File: src/rtl/core/ble_pkg.sv
// shared types and constants for the battery level estimator
package ble_pkg;

  localparam int unsigned MV_W       = 16;
  localparam int unsigned LEVEL_W    = 8;
  localparam int unsigned GAIN_W     = 16;
  localparam int unsigned GAIN_FRAC  = 12;
  localparam int unsigned THR_COUNT  = 4;
  localparam int unsigned REG_IDX_W  = 3;
  localparam int unsigned CFG_DATA_W = 16;

  // queue between front and back, and the result queue (powers of two)
  localparam int unsigned MID_DEPTH  = 4;
  localparam int unsigned MID_CNT_W  = 3;
  localparam int unsigned OUT_DEPTH  = 8;
  localparam int unsigned OUT_CNT_W  = 4;

  // level step = max_level / steps, done as multiply by reciprocal and shift
  localparam int unsigned STEP_SHIFT = 10;
  localparam int unsigned STEP_RCP_W = 11;

  typedef enum logic [REG_IDX_W-1:0] {
    REG_DIVIDER_GAIN = 3'd0,
    REG_THRESHOLD_0  = 3'd1,
    REG_THRESHOLD_1  = 3'd2,
    REG_THRESHOLD_2  = 3'd3,
    REG_THRESHOLD_3  = 3'd4,
    REG_MAX_LEVEL    = 3'd5
  } reg_index_t;

  typedef struct packed {
    logic [GAIN_W-1:0]                divider_gain;
    logic [THR_COUNT-1:0][MV_W-1:0]   thresholds;
    logic [LEVEL_W-1:0]               max_level;
  } cfg_t;

  typedef struct packed {
    logic [LEVEL_W-1:0] level;
    logic [MV_W-1:0]    mean;
  } result_t;

endpackage

File: src/rtl/core/ble_ram.sv
// generic single write port ram with registered read
module ble_ram #(
  parameter int unsigned WIDTH = 16,
  parameter int unsigned DEPTH = 8
) (
  input  logic                                  clk,
  input  logic                                  we,
  input  logic [((DEPTH > 1) ? $clog2(DEPTH) : 1)-1:0] waddr,
  input  logic [WIDTH-1:0]                      wdata,
  input  logic [((DEPTH > 1) ? $clog2(DEPTH) : 1)-1:0] raddr,
  output logic [WIDTH-1:0]                      rdata
);

  logic [WIDTH-1:0] mem [DEPTH];

  always_ff @(posedge clk) begin
    if (we) begin
      mem[waddr] <= wdata;
    end
    rdata <= mem[raddr];
  end

endmodule

File: src/rtl/core/ble_fifo.sv
// small register queue, depth a power of two
module ble_fifo #(
  parameter int unsigned WIDTH = 16,
  parameter int unsigned DEPTH = 4
) (
  input  logic                             clk,
  input  logic                             rst,
  input  logic                             push,
  input  logic [WIDTH-1:0]                 data_in,
  input  logic                             pop,
  output logic [WIDTH-1:0]                 data_out,
  output logic                             full,
  output logic                             empty,
  output logic [$clog2(DEPTH+1)-1:0]       count
);

  localparam int unsigned PW = $clog2(DEPTH);
  localparam int unsigned CW = $clog2(DEPTH + 1);

  logic [WIDTH-1:0] store [DEPTH];
  logic [PW-1:0]    wr_ptr;
  logic [PW-1:0]    rd_ptr;
  logic             do_push;
  logic             do_pop;

  assign full     = (count == CW'(DEPTH));
  assign empty    = (count == '0);
  assign do_push  = push && !full;
  assign do_pop   = pop && !empty;
  assign data_out = store[rd_ptr];

  always_ff @(posedge clk) begin
    if (do_push) begin
      store[wr_ptr] <= data_in;
    end
  end

  always_ff @(posedge clk) begin
    if (rst) begin
      wr_ptr <= '0;
      rd_ptr <= '0;
      count  <= '0;
    end else begin
      if (do_push) begin
        wr_ptr <= wr_ptr + PW'(1);
      end
      if (do_pop) begin
        rd_ptr <= rd_ptr + PW'(1);
      end
      if (do_push && !do_pop) begin
        count <= count + CW'(1);
      end else if (do_pop && !do_push) begin
        count <= count - CW'(1);
      end
    end
  end

endmodule

File: src/rtl/core/ble_front.sv
// front end: input register and divider gain scaling
module ble_front (
  input  logic                        clk,
  input  logic                        rst,
  input  ble_pkg::cfg_t               cfg,
  input  logic                        push,
  output logic                        full,
  input  logic [ble_pkg::MV_W-1:0]    pin_millivolts,
  input  logic                        sample_ok,
  output logic                        q_push,
  output logic [ble_pkg::MV_W-1:0]    q_data,
  input  logic                        q_full
);
  import ble_pkg::*;

  localparam int unsigned PROD_W = MV_W + GAIN_W;
  localparam int unsigned SHR_W  = PROD_W - GAIN_FRAC;

  logic              in_valid;
  logic [MV_W-1:0]   in_pin;
  logic              in_ok;
  logic [PROD_W-1:0] prod;
  logic [SHR_W-1:0]  scaled;

  assign full   = in_valid && q_full;
  assign q_push = in_valid && !q_full;

  always_ff @(posedge clk) begin
    if (rst) begin
      in_valid <= 1'b0;
    end else if (!full) begin
      in_valid <= push;
    end
  end

  always_ff @(posedge clk) begin
    if (push && !full) begin
      in_pin <= pin_millivolts;
      in_ok  <= sample_ok;
    end
  end

  // q4.12 gain, truncate, saturate at full scale; a failed sample reads as zero
  always_comb begin
    prod   = PROD_W'(in_pin) * PROD_W'(cfg.divider_gain);
    scaled = prod[PROD_W-1:GAIN_FRAC];
    if (!in_ok) begin
      q_data = '0;
    end else if (|scaled[SHR_W-1:MV_W]) begin
      q_data = '1;
    end else begin
      q_data = scaled[MV_W-1:0];
    end
  end

endmodule

File: src/rtl/core/ble_back.sv
// back end: ring update, running sum, mean and threshold ladder
module ble_back #(
  parameter int unsigned AVERAGE_DEPTH = 8,
  parameter int unsigned LEVEL_STEPS   = 4
) (
  input  logic                           clk,
  input  logic                           rst,
  input  ble_pkg::cfg_t                  cfg,
  input  logic                           q_empty,
  input  logic [ble_pkg::MV_W-1:0]       q_data,
  output logic                           q_pop,
  input  logic [ble_pkg::OUT_CNT_W-1:0]  out_count,
  output logic                           res_push,
  output ble_pkg::result_t               res_data
);
  import ble_pkg::*;

  localparam int unsigned LOG_D  = $clog2(AVERAGE_DEPTH);
  localparam int unsigned PW     = (AVERAGE_DEPTH > 1) ? LOG_D : 1;
  localparam int unsigned SW     = MV_W + LOG_D;
  localparam int unsigned K      = SW + LOG_D;
  localparam longint unsigned RCP_L =
    ((longint'(1) << K) + longint'(AVERAGE_DEPTH) - 1) / longint'(AVERAGE_DEPTH);
  localparam logic [K:0] RCP     = RCP_L[K:0];
  localparam int unsigned MW     = SW + K + 1;
  localparam logic [STEP_RCP_W-1:0] STEP_RCP =
    STEP_RCP_W'(((1 << STEP_SHIFT) + LEVEL_STEPS - 1) / LEVEL_STEPS);
  localparam int unsigned CRW    = OUT_CNT_W + 1;
  localparam int unsigned STEP_PW = LEVEL_W + STEP_RCP_W;

  logic [PW-1:0]            pos;
  logic [AVERAGE_DEPTH-1:0] ring_valid;
  logic [SW-1:0]            sum;
  logic [SW-1:0]            sum_next;
  logic [MV_W-1:0]          ram_rdata;
  logic [MV_W-1:0]          old_sample;

  // stage 1: ram data back, sum update, ring write
  logic            s1_valid;
  logic [PW-1:0]   s1_addr;
  logic [MV_W-1:0] s1_sample;
  logic            s1_old_valid;
  logic            s1_byp;
  logic [MV_W-1:0] s1_byp_data;
  // stage 2: reciprocal multiply
  logic            s2_valid;
  logic [SW-1:0]   s2_sum;
  logic [MW-1:0]   s2_prod;
  // stage 3: ladder
  logic            s3_valid;
  logic [MV_W-1:0] s3_mean;

  logic [LEVEL_W-1:0] step;
  logic [STEP_PW-1:0] step_prod;
  logic [2:0]         ladder_count;
  logic               ladder_stop;
  logic [1:0]         inflight;

  assign inflight = 2'(s1_valid) + 2'(s2_valid) + 2'(s3_valid);
  assign q_pop    = !q_empty &&
                    ((CRW'(out_count) + CRW'(inflight)) < CRW'(OUT_DEPTH));

  ble_ram #(
    .WIDTH (MV_W),
    .DEPTH (AVERAGE_DEPTH)
  ) u_ring (
    .clk   (clk),
    .we    (s1_valid),
    .waddr (s1_addr),
    .wdata (s1_sample),
    .raddr (pos),
    .rdata (ram_rdata)
  );

  always_ff @(posedge clk) begin
    if (rst) begin
      pos        <= '0;
      ring_valid <= '0;
      sum        <= '0;
      s1_valid   <= 1'b0;
      s2_valid   <= 1'b0;
      s3_valid   <= 1'b0;
    end else begin
      s1_valid <= q_pop;
      s2_valid <= s1_valid;
      s3_valid <= s2_valid;
      if (q_pop) begin
        if (pos == PW'(AVERAGE_DEPTH - 1)) begin
          pos <= '0;
        end else begin
          pos <= pos + PW'(1);
        end
      end
      if (s1_valid) begin
        ring_valid[s1_addr] <= 1'b1;
        sum                 <= sum_next;
      end
    end
  end

  // a same-address write still in stage 1 at the ring read is forwarded
  always_ff @(posedge clk) begin
    if (q_pop) begin
      s1_addr      <= pos;
      s1_sample    <= q_data;
      s1_old_valid <= ring_valid[pos];
      s1_byp       <= s1_valid && (s1_addr == pos);
      s1_byp_data  <= s1_sample;
    end
    s2_sum  <= sum_next;
    s3_mean <= s2_prod[K +: MV_W];
    step    <= step_prod[STEP_SHIFT +: LEVEL_W];
  end

  always_comb begin
    if (s1_byp) begin
      old_sample = s1_byp_data;
    end else if (s1_old_valid) begin
      old_sample = ram_rdata;
    end else begin
      old_sample = '0;
    end
    sum_next  = sum - SW'(old_sample) + SW'(s1_sample);
    s2_prod   = MW'(s2_sum) * MW'(RCP);
    step_prod = STEP_PW'(cfg.max_level) * STEP_PW'(STEP_RCP);
  end

  always_comb begin
    ladder_count = '0;
    ladder_stop  = 1'b0;
    for (int i = 0; i < THR_COUNT; i++) begin
      if (i < LEVEL_STEPS && !ladder_stop) begin
        if (s3_mean < cfg.thresholds[i]) begin
          ladder_stop = 1'b1;
        end else begin
          ladder_count = ladder_count + 3'd1;
        end
      end
    end
  end

  assign res_push       = s3_valid;
  assign res_data.mean  = s3_mean;
  assign res_data.level = LEVEL_W'(step * LEVEL_W'(ladder_count));

endmodule

File: src/rtl/core/battery_level_estimator_core.sv
// top level of the battery level estimator: config registers, front, queues, back
//
//   channel   direction  handshake                 words
//   input     in         push / full               pin_millivolts, sample_ok
//   result    out        empty / pop               battery_level, average_millivolts
//   config    in         write_enable (no wait)    write_index, write_data
//
// one word per cycle sustained if pop keeps up; empty goes low after the word passes
// the input register, mid queue, ram read, sum update, reciprocal multiply and ladder
// the ring ram read in the back end sets the pace: one ring access per cycle
// rst is synchronous; the ring reads as zero after reset through per-entry valid bits
// back end issues only with room in the result queue, so a stalled pop backs up
// into the mid queue and then raises full
module battery_level_estimator_core #(
  parameter int unsigned AVERAGE_DEPTH = 8,
  parameter int unsigned LEVEL_STEPS   = 4
) (
  input  logic                             clk,
  input  logic                             rst,
  // input word
  input  logic                             push,
  output logic                             full,
  input  logic [ble_pkg::MV_W-1:0]         pin_millivolts,
  input  logic                             sample_ok,
  // result word
  output logic                             empty,
  input  logic                             pop,
  output logic [ble_pkg::LEVEL_W-1:0]      battery_level,
  output logic [ble_pkg::MV_W-1:0]         average_millivolts,
  // config write port
  input  logic                             write_enable,
  input  logic [ble_pkg::REG_IDX_W-1:0]    write_index,
  input  logic [ble_pkg::CFG_DATA_W-1:0]   write_data
);
  import ble_pkg::*;

  cfg_t                 cfg;

  // front to mid queue
  logic                 mid_push;
  logic [MV_W-1:0]      mid_in;
  logic                 mid_full;
  // mid queue to back
  logic                 mid_pop;
  logic [MV_W-1:0]      mid_out;
  logic                 mid_empty;
  logic [MID_CNT_W-1:0] mid_count;
  // back to result queue
  logic                 res_push;
  result_t              res_data;
  result_t              res_head;
  logic                 out_full;
  logic [OUT_CNT_W-1:0] out_count;

  // config registers, out-of-range indexes dropped
  always_ff @(posedge clk) begin
    if (rst) begin
      cfg.divider_gain  <= 16'd4096;
      cfg.thresholds[0] <= 16'd3300;
      cfg.thresholds[1] <= 16'd3600;
      cfg.thresholds[2] <= 16'd3800;
      cfg.thresholds[3] <= 16'd4000;
      cfg.max_level     <= 8'd100;
    end else if (write_enable) begin
      case (reg_index_t'(write_index))
        REG_DIVIDER_GAIN: cfg.divider_gain  <= write_data;
        REG_THRESHOLD_0:  cfg.thresholds[0] <= write_data;
        REG_THRESHOLD_1:  cfg.thresholds[1] <= write_data;
        REG_THRESHOLD_2:  cfg.thresholds[2] <= write_data;
        REG_THRESHOLD_3:  cfg.thresholds[3] <= write_data;
        REG_MAX_LEVEL:    cfg.max_level     <= write_data[LEVEL_W-1:0];
        default: begin
        end
      endcase
    end
  end

  // front: takes the word and scales it to battery millivolts
  ble_front u_front (
    .clk            (clk),
    .rst            (rst),
    .cfg            (cfg),
    .push           (push),
    .full           (full),
    .pin_millivolts (pin_millivolts),
    .sample_ok      (sample_ok),
    .q_push         (mid_push),
    .q_data         (mid_in),
    .q_full         (mid_full)
  );

  // scaled samples waiting for the back end
  ble_fifo #(
    .WIDTH (MV_W),
    .DEPTH (MID_DEPTH)
  ) u_mid_q (
    .clk      (clk),
    .rst      (rst),
    .push     (mid_push),
    .data_in  (mid_in),
    .pop      (mid_pop),
    .data_out (mid_out),
    .full     (mid_full),
    .empty    (mid_empty),
    .count    (mid_count)
  );

  // back: ring, running sum, mean, level ladder
  ble_back #(
    .AVERAGE_DEPTH (AVERAGE_DEPTH),
    .LEVEL_STEPS   (LEVEL_STEPS)
  ) u_back (
    .clk       (clk),
    .rst       (rst),
    .cfg       (cfg),
    .q_empty   (mid_empty),
    .q_data    (mid_out),
    .q_pop     (mid_pop),
    .out_count (out_count),
    .res_push  (res_push),
    .res_data  (res_data)
  );

  // finished words waiting for pop
  ble_fifo #(
    .WIDTH ($bits(result_t)),
    .DEPTH (OUT_DEPTH)
  ) u_out_q (
    .clk      (clk),
    .rst      (rst),
    .push     (res_push),
    .data_in  (res_data),
    .pop      (pop),
    .data_out (res_head),
    .full     (out_full),
    .empty    (empty),
    .count    (out_count)
  );

  assign battery_level      = res_head.level;
  assign average_millivolts = res_head.mean;

  // back end credit keeps the result queue from overflowing
  assert property (@(posedge clk) disable iff (rst) res_push |-> !out_full)
    else $error("result word pushed into a full result queue");

  // front never hands a sample to a full mid queue
  assert property (@(posedge clk) disable iff (rst) mid_push |-> !mid_full)
    else $error("sample pushed into a full mid queue");

  // every issued sample comes out of the back end after stages 1, 2 and 3
  assert property (@(posedge clk) disable iff (rst) mid_pop |-> ##3 res_push)
    else $error("issued sample did not produce a result word");

  // nothing is waiting right after reset
  assert property (@(posedge clk) rst |=> (empty && mid_count == '0))
    else $error("queues not empty after reset");

endmodule

File: config.mk
export PLATFORM = sky130hd
export DESIGN_NAME = battery_level_estimator_core
export DESIGN_NICKNAME = d
export VERILOG_FILES = /design/src/rtl/core/ble_pkg.sv /design/src/rtl/core/ble_ram.sv /design/src/rtl/core/ble_fifo.sv /design/src/rtl/core/ble_front.sv /design/src/rtl/core/ble_back.sv /design/src/rtl/core/battery_level_estimator_core.sv
export SDC_FILE = /design/constraint.sdc
export NUM_CORES = 1
export LEC_CHECK = 0
export ABC_AREA = 1
export BUFFER_PORTS_ARGS = -buffer_cell sky130_fd_sc_hd__buf_2
export CAP_MARGIN = 20
export CORE_MARGIN = 4
export CORE_UTILIZATION = 64
export DETAILED_ROUTE_END_ITERATION = 6
export PLACE_DENSITY = 0.81
export SYNTH_ARGS = -nofsm -noshare
export SYNTH_HDL_FRONTEND = slang
export SYNTH_SLANG_ARGS = --single-unit
File: constraint.sdc
create_clock -name clk -period 8.02 [get_ports clk]
set_input_delay 0.401 -clock clk [delete_from_list [all_inputs] [get_ports clk]]
set_output_delay 0.401 -clock clk [all_outputs]
set_load 0.01 [all_outputs]
-- After elaboration in Yosys (flattened, before gate mapping)
Memory sizes are Yosys's and may differ from the RTL's. A register that Yosys moved wholly into a read port is not among the register bits.
Cells that the tools add are included.
- register bits: 218
- RAM bits: 384
- input bits: 41
- output and inout bits: 26
- memories kept: 3
- memory list (memory ; words ; bits a word ; read ports ; clocked after Yosys merged registers in ; wr ports ; RTL line ; text):
    u_out_q.store ; 8 ; 24 ; 1 ; 1 ; 1 ; ble_fifo.sv:20 ; logic [WIDTH-1:0] store [DEPTH];
    u_back.u_ring.mem ; 8 ; 16 ; 1 ; 1 ; 1 ; ble_ram.sv:14 ; logic [WIDTH-1:0] mem [DEPTH];
    u_mid_q.store ; 4 ; 16 ; 1 ; 1 ; 1 ; ble_fifo.sv:20 ;
- $add $sub $neg: 17
- $mul: 2
- magnitude comparators: 8
- eq/ne operators: 9
- mux-type cells: 33
- bitwise operators: 1
- reduce and logical (&&, ||, !) cells: 35
- operator list (operator ; count):
    16-bit less-than comparator ; 4
    16-bit 2-to-1 mux ; 4
    3-bit 2-to-1 mux ; 11
    16-bit by 16-bit multiplier with 32-bit output ; 1
    19-bit by 16-bit adder with 19-bit output ; 1
    19-bit by 16-bit subtractor with 19-bit output ; 1
    3-bit by 1-bit adder with 3-bit output (second input constant) ; 6
    1-bit logical AND ; 14
    1-bit 2-to-1 mux ; 14
    3-bit == test (second input constant) ; 4
    2-bit AND reduction ; 6
    1-bit zero test ; 9
    3-bit by 4-bit less-than comparator with 1-bit output (second input constant) ; 2
    6-bit by 3-bit multiplier with 8-bit output ; 1
    4-bit 2-to-1 mux ; 2
    8-bit bitwise OR ; 1
    3-bit by 2-bit == test with 1-bit output (second input constant) ; 2
    3-bit zero test ; 2
    4-bit by 2-bit adder with 5-bit output ; 1
    5-bit by 4-bit less-than comparator with 1-bit output (second input constant) ; 1
    2-bit by 1-bit adder with 2-bit output (second input constant) ; 2
    4-bit by 1-bit adder with 4-bit output (second input constant) ; 1
    4-bit == test (second input constant) ; 1
    4-bit zero test ; 1
    other kinds (12) ; 13

-- Logic depth before layout (Yosys ltp)
Gate-level depths: netlist (run 1).
- word-level depth: 12
- depth in mapped cells: 33

-- Modules after synthesis
From an unflattened synthesis (run 1), not the netlist that was laid out.
- cell total of the unflattened synthesis: 4242
- area total of the unflattened synthesis: 37449.7 um2
- modules (own cells, without submodules) (module ; instances ; cells each ; area each (um2)):
    ble_front ; 1 ; 1322 ; 9723.1
    ble_fifo (u_out_q) ; 1 ; 737 ; 8319.2
    ble_back ; 1 ; 890 ; 7164.4
    ble_ram ; 1 ; 587 ; 5989.5
    battery_level_estimator_core ; 1 ; 482 ; 3407.0
    ble_fifo (u_mid_q) ; 1 ; 224 ; 2846.5

-- Worst setup path before layout (run 1)
No wires, ideal clock.
- kind: register to register
- start: register u_front.in_pin[4]
- end: memory u_mid_q.store[0][6] (data pin)
- setup time: 0.257 ns
- data arrival time: 5.735 ns
- slack: 2.028 ns
- cell stages (with the launch flop): 27
- buffers on the path: 3
- clock period less this slack: 5.992 ns
- path through: edfxtp_1 clkbuf_1 clkbuf_1 nand2_1 fa_1 inv_1 fa_1 fa_1 fa_1 fa_1 inv_1 fa_1 inv_1 ha_1 nand2_1 inv_1 a21oi_1 o21ai_0 a21oi_1 nand2_1 nand2_1 nand2_4 nor2_8 buf_12 nand3_2 nand2_1 inv_1
- cells in the longest elaborated chain, start to end: 4
- RTL lines (element ; RTL line ; text):
    start, declared ; ble_front.sv:20 ; logic [MV_W-1:0] in_pin;
    start signal, assigned ; ble_front.sv:38 ; in_pin <= pin_millivolts;
    16-bit by 16-bit multiplier with 32-bit output (*) ; ble_front.sv:45 ; prod = PROD_W'(in_pin) * PROD_W'(cfg.divider_gain);
    4-bit OR reduction ; ble_front.sv:49 ; end else if (|scaled[SHR_W-1:MV_W]) begin
    16-bit 2-to-1 mux (*) ; ble_front.sv:49 ;
    16-bit 2-to-1 mux (*) ; ble_front.sv:47 ; if (!in_ok) begin
    via mid_in[6] ; battery_level_estimator_core.sv:41 ; logic [MV_W-1:0] mid_in;
    end, declared ; ble_fifo.sv:20 ;
Mark *: on every way through the listed nets, which the timed path passes. The rest lies on a longest branch.

-- Final worst setup path (run 1)
- start: register cfg[81] (netlist name)
- end: memory u_mid_q.store[2][0] (netlist: u_mid_q.store[1][0]) (data pin)
- cells in the longest elaborated chain, start to end: 4
- RTL lines (element ; RTL line):
    16-bit by 16-bit multiplier with 32-bit output (*) ; ble_front.sv:45
    4-bit OR reduction ; ble_front.sv:49
    16-bit 2-to-1 mux (*) ; ble_front.sv:49
    16-bit 2-to-1 mux (*) ; ble_front.sv:47
    via mid_in[0] ; battery_level_estimator_core.sv:41
Marked as above.

==> metrics.md, run 1 <==
| Metric | Value |
|---|---|
| Delay-heaviest family, CP | adder cells |
| Buffers and inverters on the worst path | 6 |
| IO Count | 67 |
| Die area | 0.0596 sq mm |
| Layout cells sized above 1 | 6.39% |
| # H-tree levels | 3 |
| Prevailing post-synth register cell | edfxtp_1 |
| Fmax | 150 MHz |
| TritonCTS clock tree | built |
| Area leader, netlist | edfxtp_1 |
| Post-DRT Antenna Nets | 0 |
| Pwr/cell area | 347 mW/mm^2 |
| Net switching share of the total power | 40.6% |
| Clock buffer depth | 3 |
| CTS clk-pin slew, worst paths | 70 ps |
| Non-Filler Instances | 4,597 |
| Total Power | 13,500 uW |
| Min cycle time layout | 6650 ps |
| Critical Path Most Common Cell | nand2_1 |
| Starting Density | 64.7% |
| Post-route clock period utilization | 82.9% |
| Largest net degree at the start of global routing | 97 |
| Crit end category | flop |
| Final setup viols | 0 |
| NetSw | 5480 uW |
| Pint | 8020 uW |
| Vias post-DR | 25,894 |
| Yosys top cell area share | 36.8% |
| CTS Buf Count | 66 |
| Crit path depth | 26 |
| Clock Power Share | 22.2% |
| Worst IR drop on VDD | 0.277 mV |
| Crit path launch | cfg[81] |
| Asr flop ratio synth | 0% |
| Synth-to-layout area growth | 8.96% |
| Crit-path max cell delay | 800 ps |
| Leakage | 0.0177 uW |
| Max stage delay cell, worst path | dfxtp_1 |
| CTS root buf | clkbuf_16 |
| Total nets after synthesis | 4,239 |
| Synthesized area per cell | 9.44 sq um |
| Placed cells | 4,460 |
| Most frequent cells in the layout | inv_1, nand2_1, nor2_1 |
| Register area share after synthesis | 47.7% |
| Gp weighted congestion | 0.922 |
| Max_cap viols | 0 |
| I/O Buffers | 66 |
| Post-synth EDFFs | 438 |
| Crit path max fanout | 17 |
| Status | complete, no violations |
| Initial DRT Pass Iterations | 6 |
| Reg2Reg Depth | 26 |
| Most common cell after layout, fill and taps aside | inv_1 |
| Final Max Tran Viols | 0 |
| Post-DP HPWL | 54,600 um |
| PostCTS Resize Cnt | 0 |
| First-pass GRT wire length | 133,000 um |
| CP Class | reg -> reg |
| Synth Instances | 3,780 |
| FP Rows | 86 |
| Clk sinks | 632 |
| GRT Total Usage | 28.0% |
| DIE HEIGHT | 244 um |
| Fin. Hold Viols | 0 |
| Slew margin rel. | 29.2% |
| DRT iter0 DRCs | 2,408 |
| Critical Path AT | 6990 ps |
| Cell variety after synth | 46 |
| Routed vias/inst | 5.63 |
| Post-Route WL | 82,800 um |
| Setup TNS Final | 0 ps |
| DIE WIDTH | 244 um |
| Worst Setup EP | u_mid_q.store[1][0] |
| Worst r2r dst | u_mid_q.store[1][0] |
| Synthesis warning total | 0 |
| Core Region | 0.0552 sq mm |
| Cell area after synthesis | 0.0357 sq mm |
| Flop pwr share | 37.2% |
| Worst r2r src | cfg[81] |
| Initial antenna violation count | 1 |
| Slew @ Worst Pin | 1060 ps |
| Clk_lat worst skew | 620 ps |
| Worst min path class | in -> reg |
| Register bit total from synthesis | 632 |
| WP data required | 8370 ps |
| Power share of the combinational group | 40.5% |
| Synth area leaders | edfxtp_1, fa_1, dfxtp_1 |
| CP startpoint kind | flop |
| R2R setup slack | 1370 ps |
| Grt ovf | 0 |
| DRC | 0 |
| Routed wire per std cell | 18.0 um |
| RSZ-0062 raised after global routing | no |
| Nets | 4,255 |
| Vias in the first global route | 25,848 |
| Worst Skew | 24.3 ps |
## cells in the mapped netlist, types with 2 or more instances
master	instances
a211oi_1	3
a21boi_1	2
a21o_1	11
a21oi_1	157
a31oi_1	46
and3_1	2
buf_1	2
buf_2	2
clkbuf_1	162
clkinv_1	2
dfxtp_1	194
edfxtp_1	438
fa_1	217
ha_1	201
inv_1	670
inv_2	2
nand2_1	592
nand2_2	7
nand2_4	2
nand3_1	74
nand3_2	12
nand3b_1	6
nand4_1	8
nor2_1	501
nor2_2	2
nor3_1	14
nor4_1	3
o211ai_1	17
o21a_1	3
o21ai_0	313
o21bai_1	11
o22ai_1	57
xnor2_1	12
xor2_1	23
## worst reg2reg max path: cells and delay by family (launching register included)
family	cells	cell delay (ps)
DFF	1	800
adders and majority gates	7	3480
buffers and inverters	6	330
and+or+nand+nor	13	1770
## timing repair
| item | 4_1_cts | 5_1_grt |
|---|---|---|
| buffers inserted | 0 | 0 |
| hold buffers | 15 | 0 |
| endpoints found under the hold margin | 15 | 0 |
## registers in the layout (all words and copies together) (netlist names), 2 cells and up, named ones only
register / flops
u_back.s1_addr: 3
u_back.s2_sum: 16
u_back.s1_sample: 16
u_mid_q.wr_ptr: 2
u_back.s3_mean: 16
u_back.pos: 3
u_mid_q.rd_ptr: 2
u_mid_q.store: 64
u_back.u_ring.rdata: 16
u_back.u_ring.mem: 128
u_back.s1_byp_data: 16
u_front.in_pin: 16
u_mid_q.count: 3
u_back.ring_valid: 8
u_out_q.count: 4
u_out_q.rd_ptr: 3
u_back.step: 6
u_out_q.store: 192
cfg: 86
u_out_q.wr_ptr: 3
u_back.sum: 19
## power groups by stage
stage	clock [uW]	sequential [uW]	combinational (uW)
floorplan	0	4750	3990
global placement	0	5040	5150
detailed placement	0	5070	5300
CTS	3030	5010	5400
global route	3170	5080	6140
finish	3000	5030	5480
## routing by layer
metal	up-vias	routed length (um)	GRT usage, %
met5	-	12	0
met1	12449	33000	36.1
met2	1052	40300	47.4
met3	224	6070	4.24
met4	2	3390	12.2
li1	12167	-	-
## kinds of logic after synthesis
kind of cell | Yosys count | synth area share (%)
simple gates | 1227 | 13.8
xor+xnor | 35 | 0.859
flops | 632 | 47.7
buf+inv | 842 | 8.93
compound gates | 626 | 9.52
fa+ha+maj | 418 | 19.2
## layout make-up
cell class	count	area, sq um
Sequential cell	632	17000
Fill cell	3865	16300
Multi-Input combinational cell	2306	15500
Inverter	674	2530
Clock buffer	89	1840
Tap cell	748	936
Timing Repair Buffer	116	763
Clock inverter	31	284
Antenna cell	1	2.50
## metrics by stage
stage	instance area [sq um]	hold WS, ps	utilization [%]	worst slack [ps]
after floorplan	35700	310	-	2030
after global placement	36600	310	66.3	1600
after detailed placement	36600	312	66.3	1460
after CTS	38900	0.700	70.4	1410
after global routing	38900	9.33	70.5	930
final	38900	25.6	70.5	1370
## how the worst min path moves through the flow
stage / startpoint / end / slack, ps / cells past startpoint
after global placement: u_back.s2_sum[6] / u_back.s3_mean[3] / 310 / 0
after global routing: pin_millivolts[2] / u_front.in_pin[2] / 9 / 1
after detailed placement: u_back.s2_sum[13] / u_back.s3_mean[10] / 310 / 0
after CTS: pin_millivolts[2] / u_front.in_pin[2] / 0.7 / 1
after floorplan: u_back.s2_sum[3] / u_back.s3_mean[0] / 310 / 0
final: pin_millivolts[2] / u_front.in_pin[2] / 30 / 1
(Power assumes the default switching activity.)
==> inputs of run 2 (changes only) <==
--- a/config.mk
+++ b/config.mk
@@ -9,9 +9,9 @@
 export BUFFER_PORTS_ARGS = -buffer_cell sky130_fd_sc_hd__buf_2
 export CAP_MARGIN = 20
 export CORE_MARGIN = 4
-export CORE_UTILIZATION = 64
+export CORE_UTILIZATION = 58
 export DETAILED_ROUTE_END_ITERATION = 6
-export PLACE_DENSITY = 0.81
+export PLACE_DENSITY = 0.77
 export SYNTH_ARGS = -nofsm -noshare
 export SYNTH_HDL_FRONTEND = slang
 export SYNTH_SLANG_ARGS = --single-unit
==> constraint.sdc (replaced) <==
create_clock -name clk -period 5.4 [get_ports clk]
set_input_delay 0.27 -clock clk [delete_from_list [all_inputs] [get_ports clk]]
set_output_delay 0.27 -clock clk [all_outputs]
set_load 0.01 [all_outputs]
==> metrics.md, run 2 (synthesized netlist as in run 1, its figures left out) <==
| Metric | Value |
|---|---|
| WHS Endpoint | cfg[4] |
| Vias post-DR | 26,488 (+2.3%) |
| Critical Path Most Common Cell | nand2_2 |
| Failing checks | setup timing |
| Crit-path max cell delay | 560 ps (-240 ps) |
| Worst r2r dst | u_mid_q.store[0][4] |
| Regs by FF count | u_out_q.store (192), u_back.u_ring.mem (128), cfg (86) |
| Setup ws final | -522 ps (-1890 ps) |
| CTS clk-pin slew, worst paths | 60 ps (about the same) |
| Slew margin rel. | 31.9% (+2.8 points) |
| Met1 Usage GRT | 32.1% (-4.0 points) |
| Die area | 0.0656 sq mm (+10%) |
| Post-Route WL | 84,400 um (+2.0%) |
| Hold slack | 28.0 ps (+2.39 ps) |
| Clk_lat worst skew | 630 ps (about the same) |
| FP Rows | 90 (+4.7%) |
| Reg2Reg Depth | 28 (+7.7%) |
| Initial antenna violation count | 0 (-1) |
| Fin. Hold Viols | 0 (unchanged) |
| Status | finished, violations left |
| Post-DRT Antenna Nets | 0 (unchanged) |
| Gp weighted congestion | 0.895 (-2.9%) |
| Most used routing layer | met2 |
| Fillers | 4,270 (+10%) |
| Initial DRT Pass Iterations | 6 (unchanged) |
| DIE HEIGHT | 256 um (+4.9%) |
| Final Max Tran Viols | 0 (unchanged) |
| Layout cells sized above 1 | 14.6% (+8.2 points) |
| Crit path launch | u_front.in_pin[11] |
| Multi-input logic area | 0.0161 sq mm (+3.5%) |
| Hold_sp | write_data[4] |
| Clock Power Share | 23.4% (+1.2 points) |
| First-pass GRT wire length | 135,000 um (+1.1%) |
| Met3 usage | 3.27% (-0.98 points) |
| Crit path max fanout | 8 (-9) |
| GRT Total Usage | 25.3% (-2.7 points) |
| WP data required | 5760 ps (-2610 ps) |
| DRT iter0 DRCs | 2,308 (-4.2%) |
| DIE WIDTH | 256 um (+4.9%) |
| Routing usage on met2 | 44.3% (-3.2 points) |
| Grt ovf | 0 (unchanged) |
| Dpl ws | -564 ps (-2030 ps) |
| I/O Buffers | 66 (unchanged) |
| Largest net degree at the start of global routing | 93 (-4.1%) |
| Clk sinks | 632 (unchanged) |
| DRC | 0 (unchanged) |
| TritonCTS clock tree | built |
| CP Class | reg -> reg |
| Starting Density | 58.8% (-5.9 points) |
| Routed vias/inst | 5.48 (-2.7%) |
| CP startpoint kind | flop |
| Crit end category | flop |
| Power share of the combinational group | 42.2% (+1.7 points) |
| Antenna Cells | 0 (-1) |
| Pint | 12,800 uW (+60%) |
| Pwr/cell area | 512 mW/mm^2 (+47%) |
| Clock buffer depth | 3 (unchanged) |
| Worst min path class | in -> reg |
| Max reg flops | 192 (unchanged) |
| CTS Buf Count | 66 (unchanged) |
| Slew @ Worst Pin | 1020 ps (-38.5 ps) |
| Buffers and inverters on the worst path | 7 (+1) |
| Routed wire per std cell | 17.5 um (-2.9%) |
| NetSw | 8470 uW (+54%) |
| Worst r2r src | u_front.in_pin[11] |
| Max_cap viols | 0 (unchanged) |
| Critical Path AT | 6280 ps (-710 ps) |
| Post-route clock period utilization | 110% (+27 points) |
| RSZ-0062 raised after global routing | yes |
| Worst IR drop on VDD | 0.439 mV (+59%) |
| Max stage delay cell, worst path | fa_1 |
| Most frequent cells in the layout | inv_1, nand2_1, nor2_1 |
| Flop pwr share | 34.4% (-2.8 points) |
| Register area | 0.0170 sq mm (about the same) |
| Core Region | 0.0607 sq mm (+10%) |
| Largest reg by FF count | u_out_q.store |
| Vias in the first global route | 26,670 (+3.2%) |
| Synth-to-layout area growth | 16.5% |
| R2R setup slack | -520 ps (-1890 ps) |
| Worst Skew | 32.2 ps (+7.94 ps) |
| CTS root buf | clkbuf_16 |
| Leakage | 0.0189 uW (+6.8%) |
| Min cycle time layout | 5920 ps (-726 ps) |
| Final setup viols | 64 (+64) |
| IO Count | 67 (unchanged) |
| Fmax | 169 MHz (+12%) |
| Most common cell after layout, fill and taps aside | inv_1 |
| Delay-heaviest family, CP | adder cells |
| Post-DP HPWL | 55,600 um (+1.9%) |
| Nets | 4,456 (+4.7%) |
| WHS Path Cells | 3 (+2) |
| # H-tree levels | 3 (unchanged) |
| Net switching share of the total power | 39.8% (-0.80 points) |
[run 2: power by group through the flow]
stage          Sequential, uW  Clock [uW]  Combinational [uW]
2_1_floorplan            7060           0                6180
3_3_place_gp             7390           0                8260
3_5_place_dp             7420           0                8490
4_1_cts                  7330        5020                8710
5_1_grt                  7380        5220               10000
6_report                 7320        4980                8990
[run 2: worst max-delay path by stage]
stage	slack (ps)	to	depth (start not counted)
floorplan	-80	u_mid_q.store[0][6]	31
global placement	-490	u_mid_q.store[2][9]	23
detailed placement	-560	u_mid_q.store[0][9]	24
CTS	-400	u_mid_q.store[2][4]	28
global route	-740	u_mid_q.store[2][13]	29
finish	-520	u_mid_q.store[0][4]	28
[run 2: final cells by class]
class	instances	area share, %
Timing Repair Buffer	317	6.16
Clock buffer	76	4.21
Multi-Input combinational cell	2306	38.6
Tap cell	782	2.35
Inverter	674	6.08
Sequential cell	632	41.0
Clock inverter	44	1.61
[run 2: per-layer routing]
metal | up-vias | wire length (um) | share of wire, %
li1 | 12592 | - | -
met1 | 12719 | 33800 | 40
met2 | 939 | 42000 | 50
met3 | 238 | 5180 | 6.1
met4 | 0 | 3470 | 4.1
met5 | - | 0 | 0
[run 2: worst register-to-register path, delay by kind of cell, from the launching register on]
kind	cells	cell delay, ps
AO/OA/AOI/OAI	1	170
flip-flops	1	490
buffers and inverters	7	660
AND/OR/NAND/NOR	13	1050
adder cells (fa/ha/maj)	7	3270
[run 2: repair_timing]
item | 4_1_cts | 5_1_grt
gates resized for setup | 30 | 65
buffers inserted | 11 | 13
pin swaps | 7 | 44
hold buffers | 27 | 0
cloned | 1 | 1
setup endpoints to repair | 64 | 64
hold endpoints to repair | 43 | 0
[run 2: per-stage QoR]
step / total power [uW] / utilization [%] / cell area, sq um / TNS (ps) / cells
2_1_floorplan: 13200 / - / 36400 / -3330 / 3780
3_3_place_gp: 15700 / 63.1 / 38300 / -26260 / 4655
3_5_place_dp: 15900 / 63.1 / 38300 / -30630 / 4655
4_1_cts: 21100 / 67.9 / 41200 / -24740 / 4814
5_1_grt: 22600 / 68.5 / 41600 / -46730 / 4831
6_report: 21300 / 68.5 / 41600 / -32200 / 4831
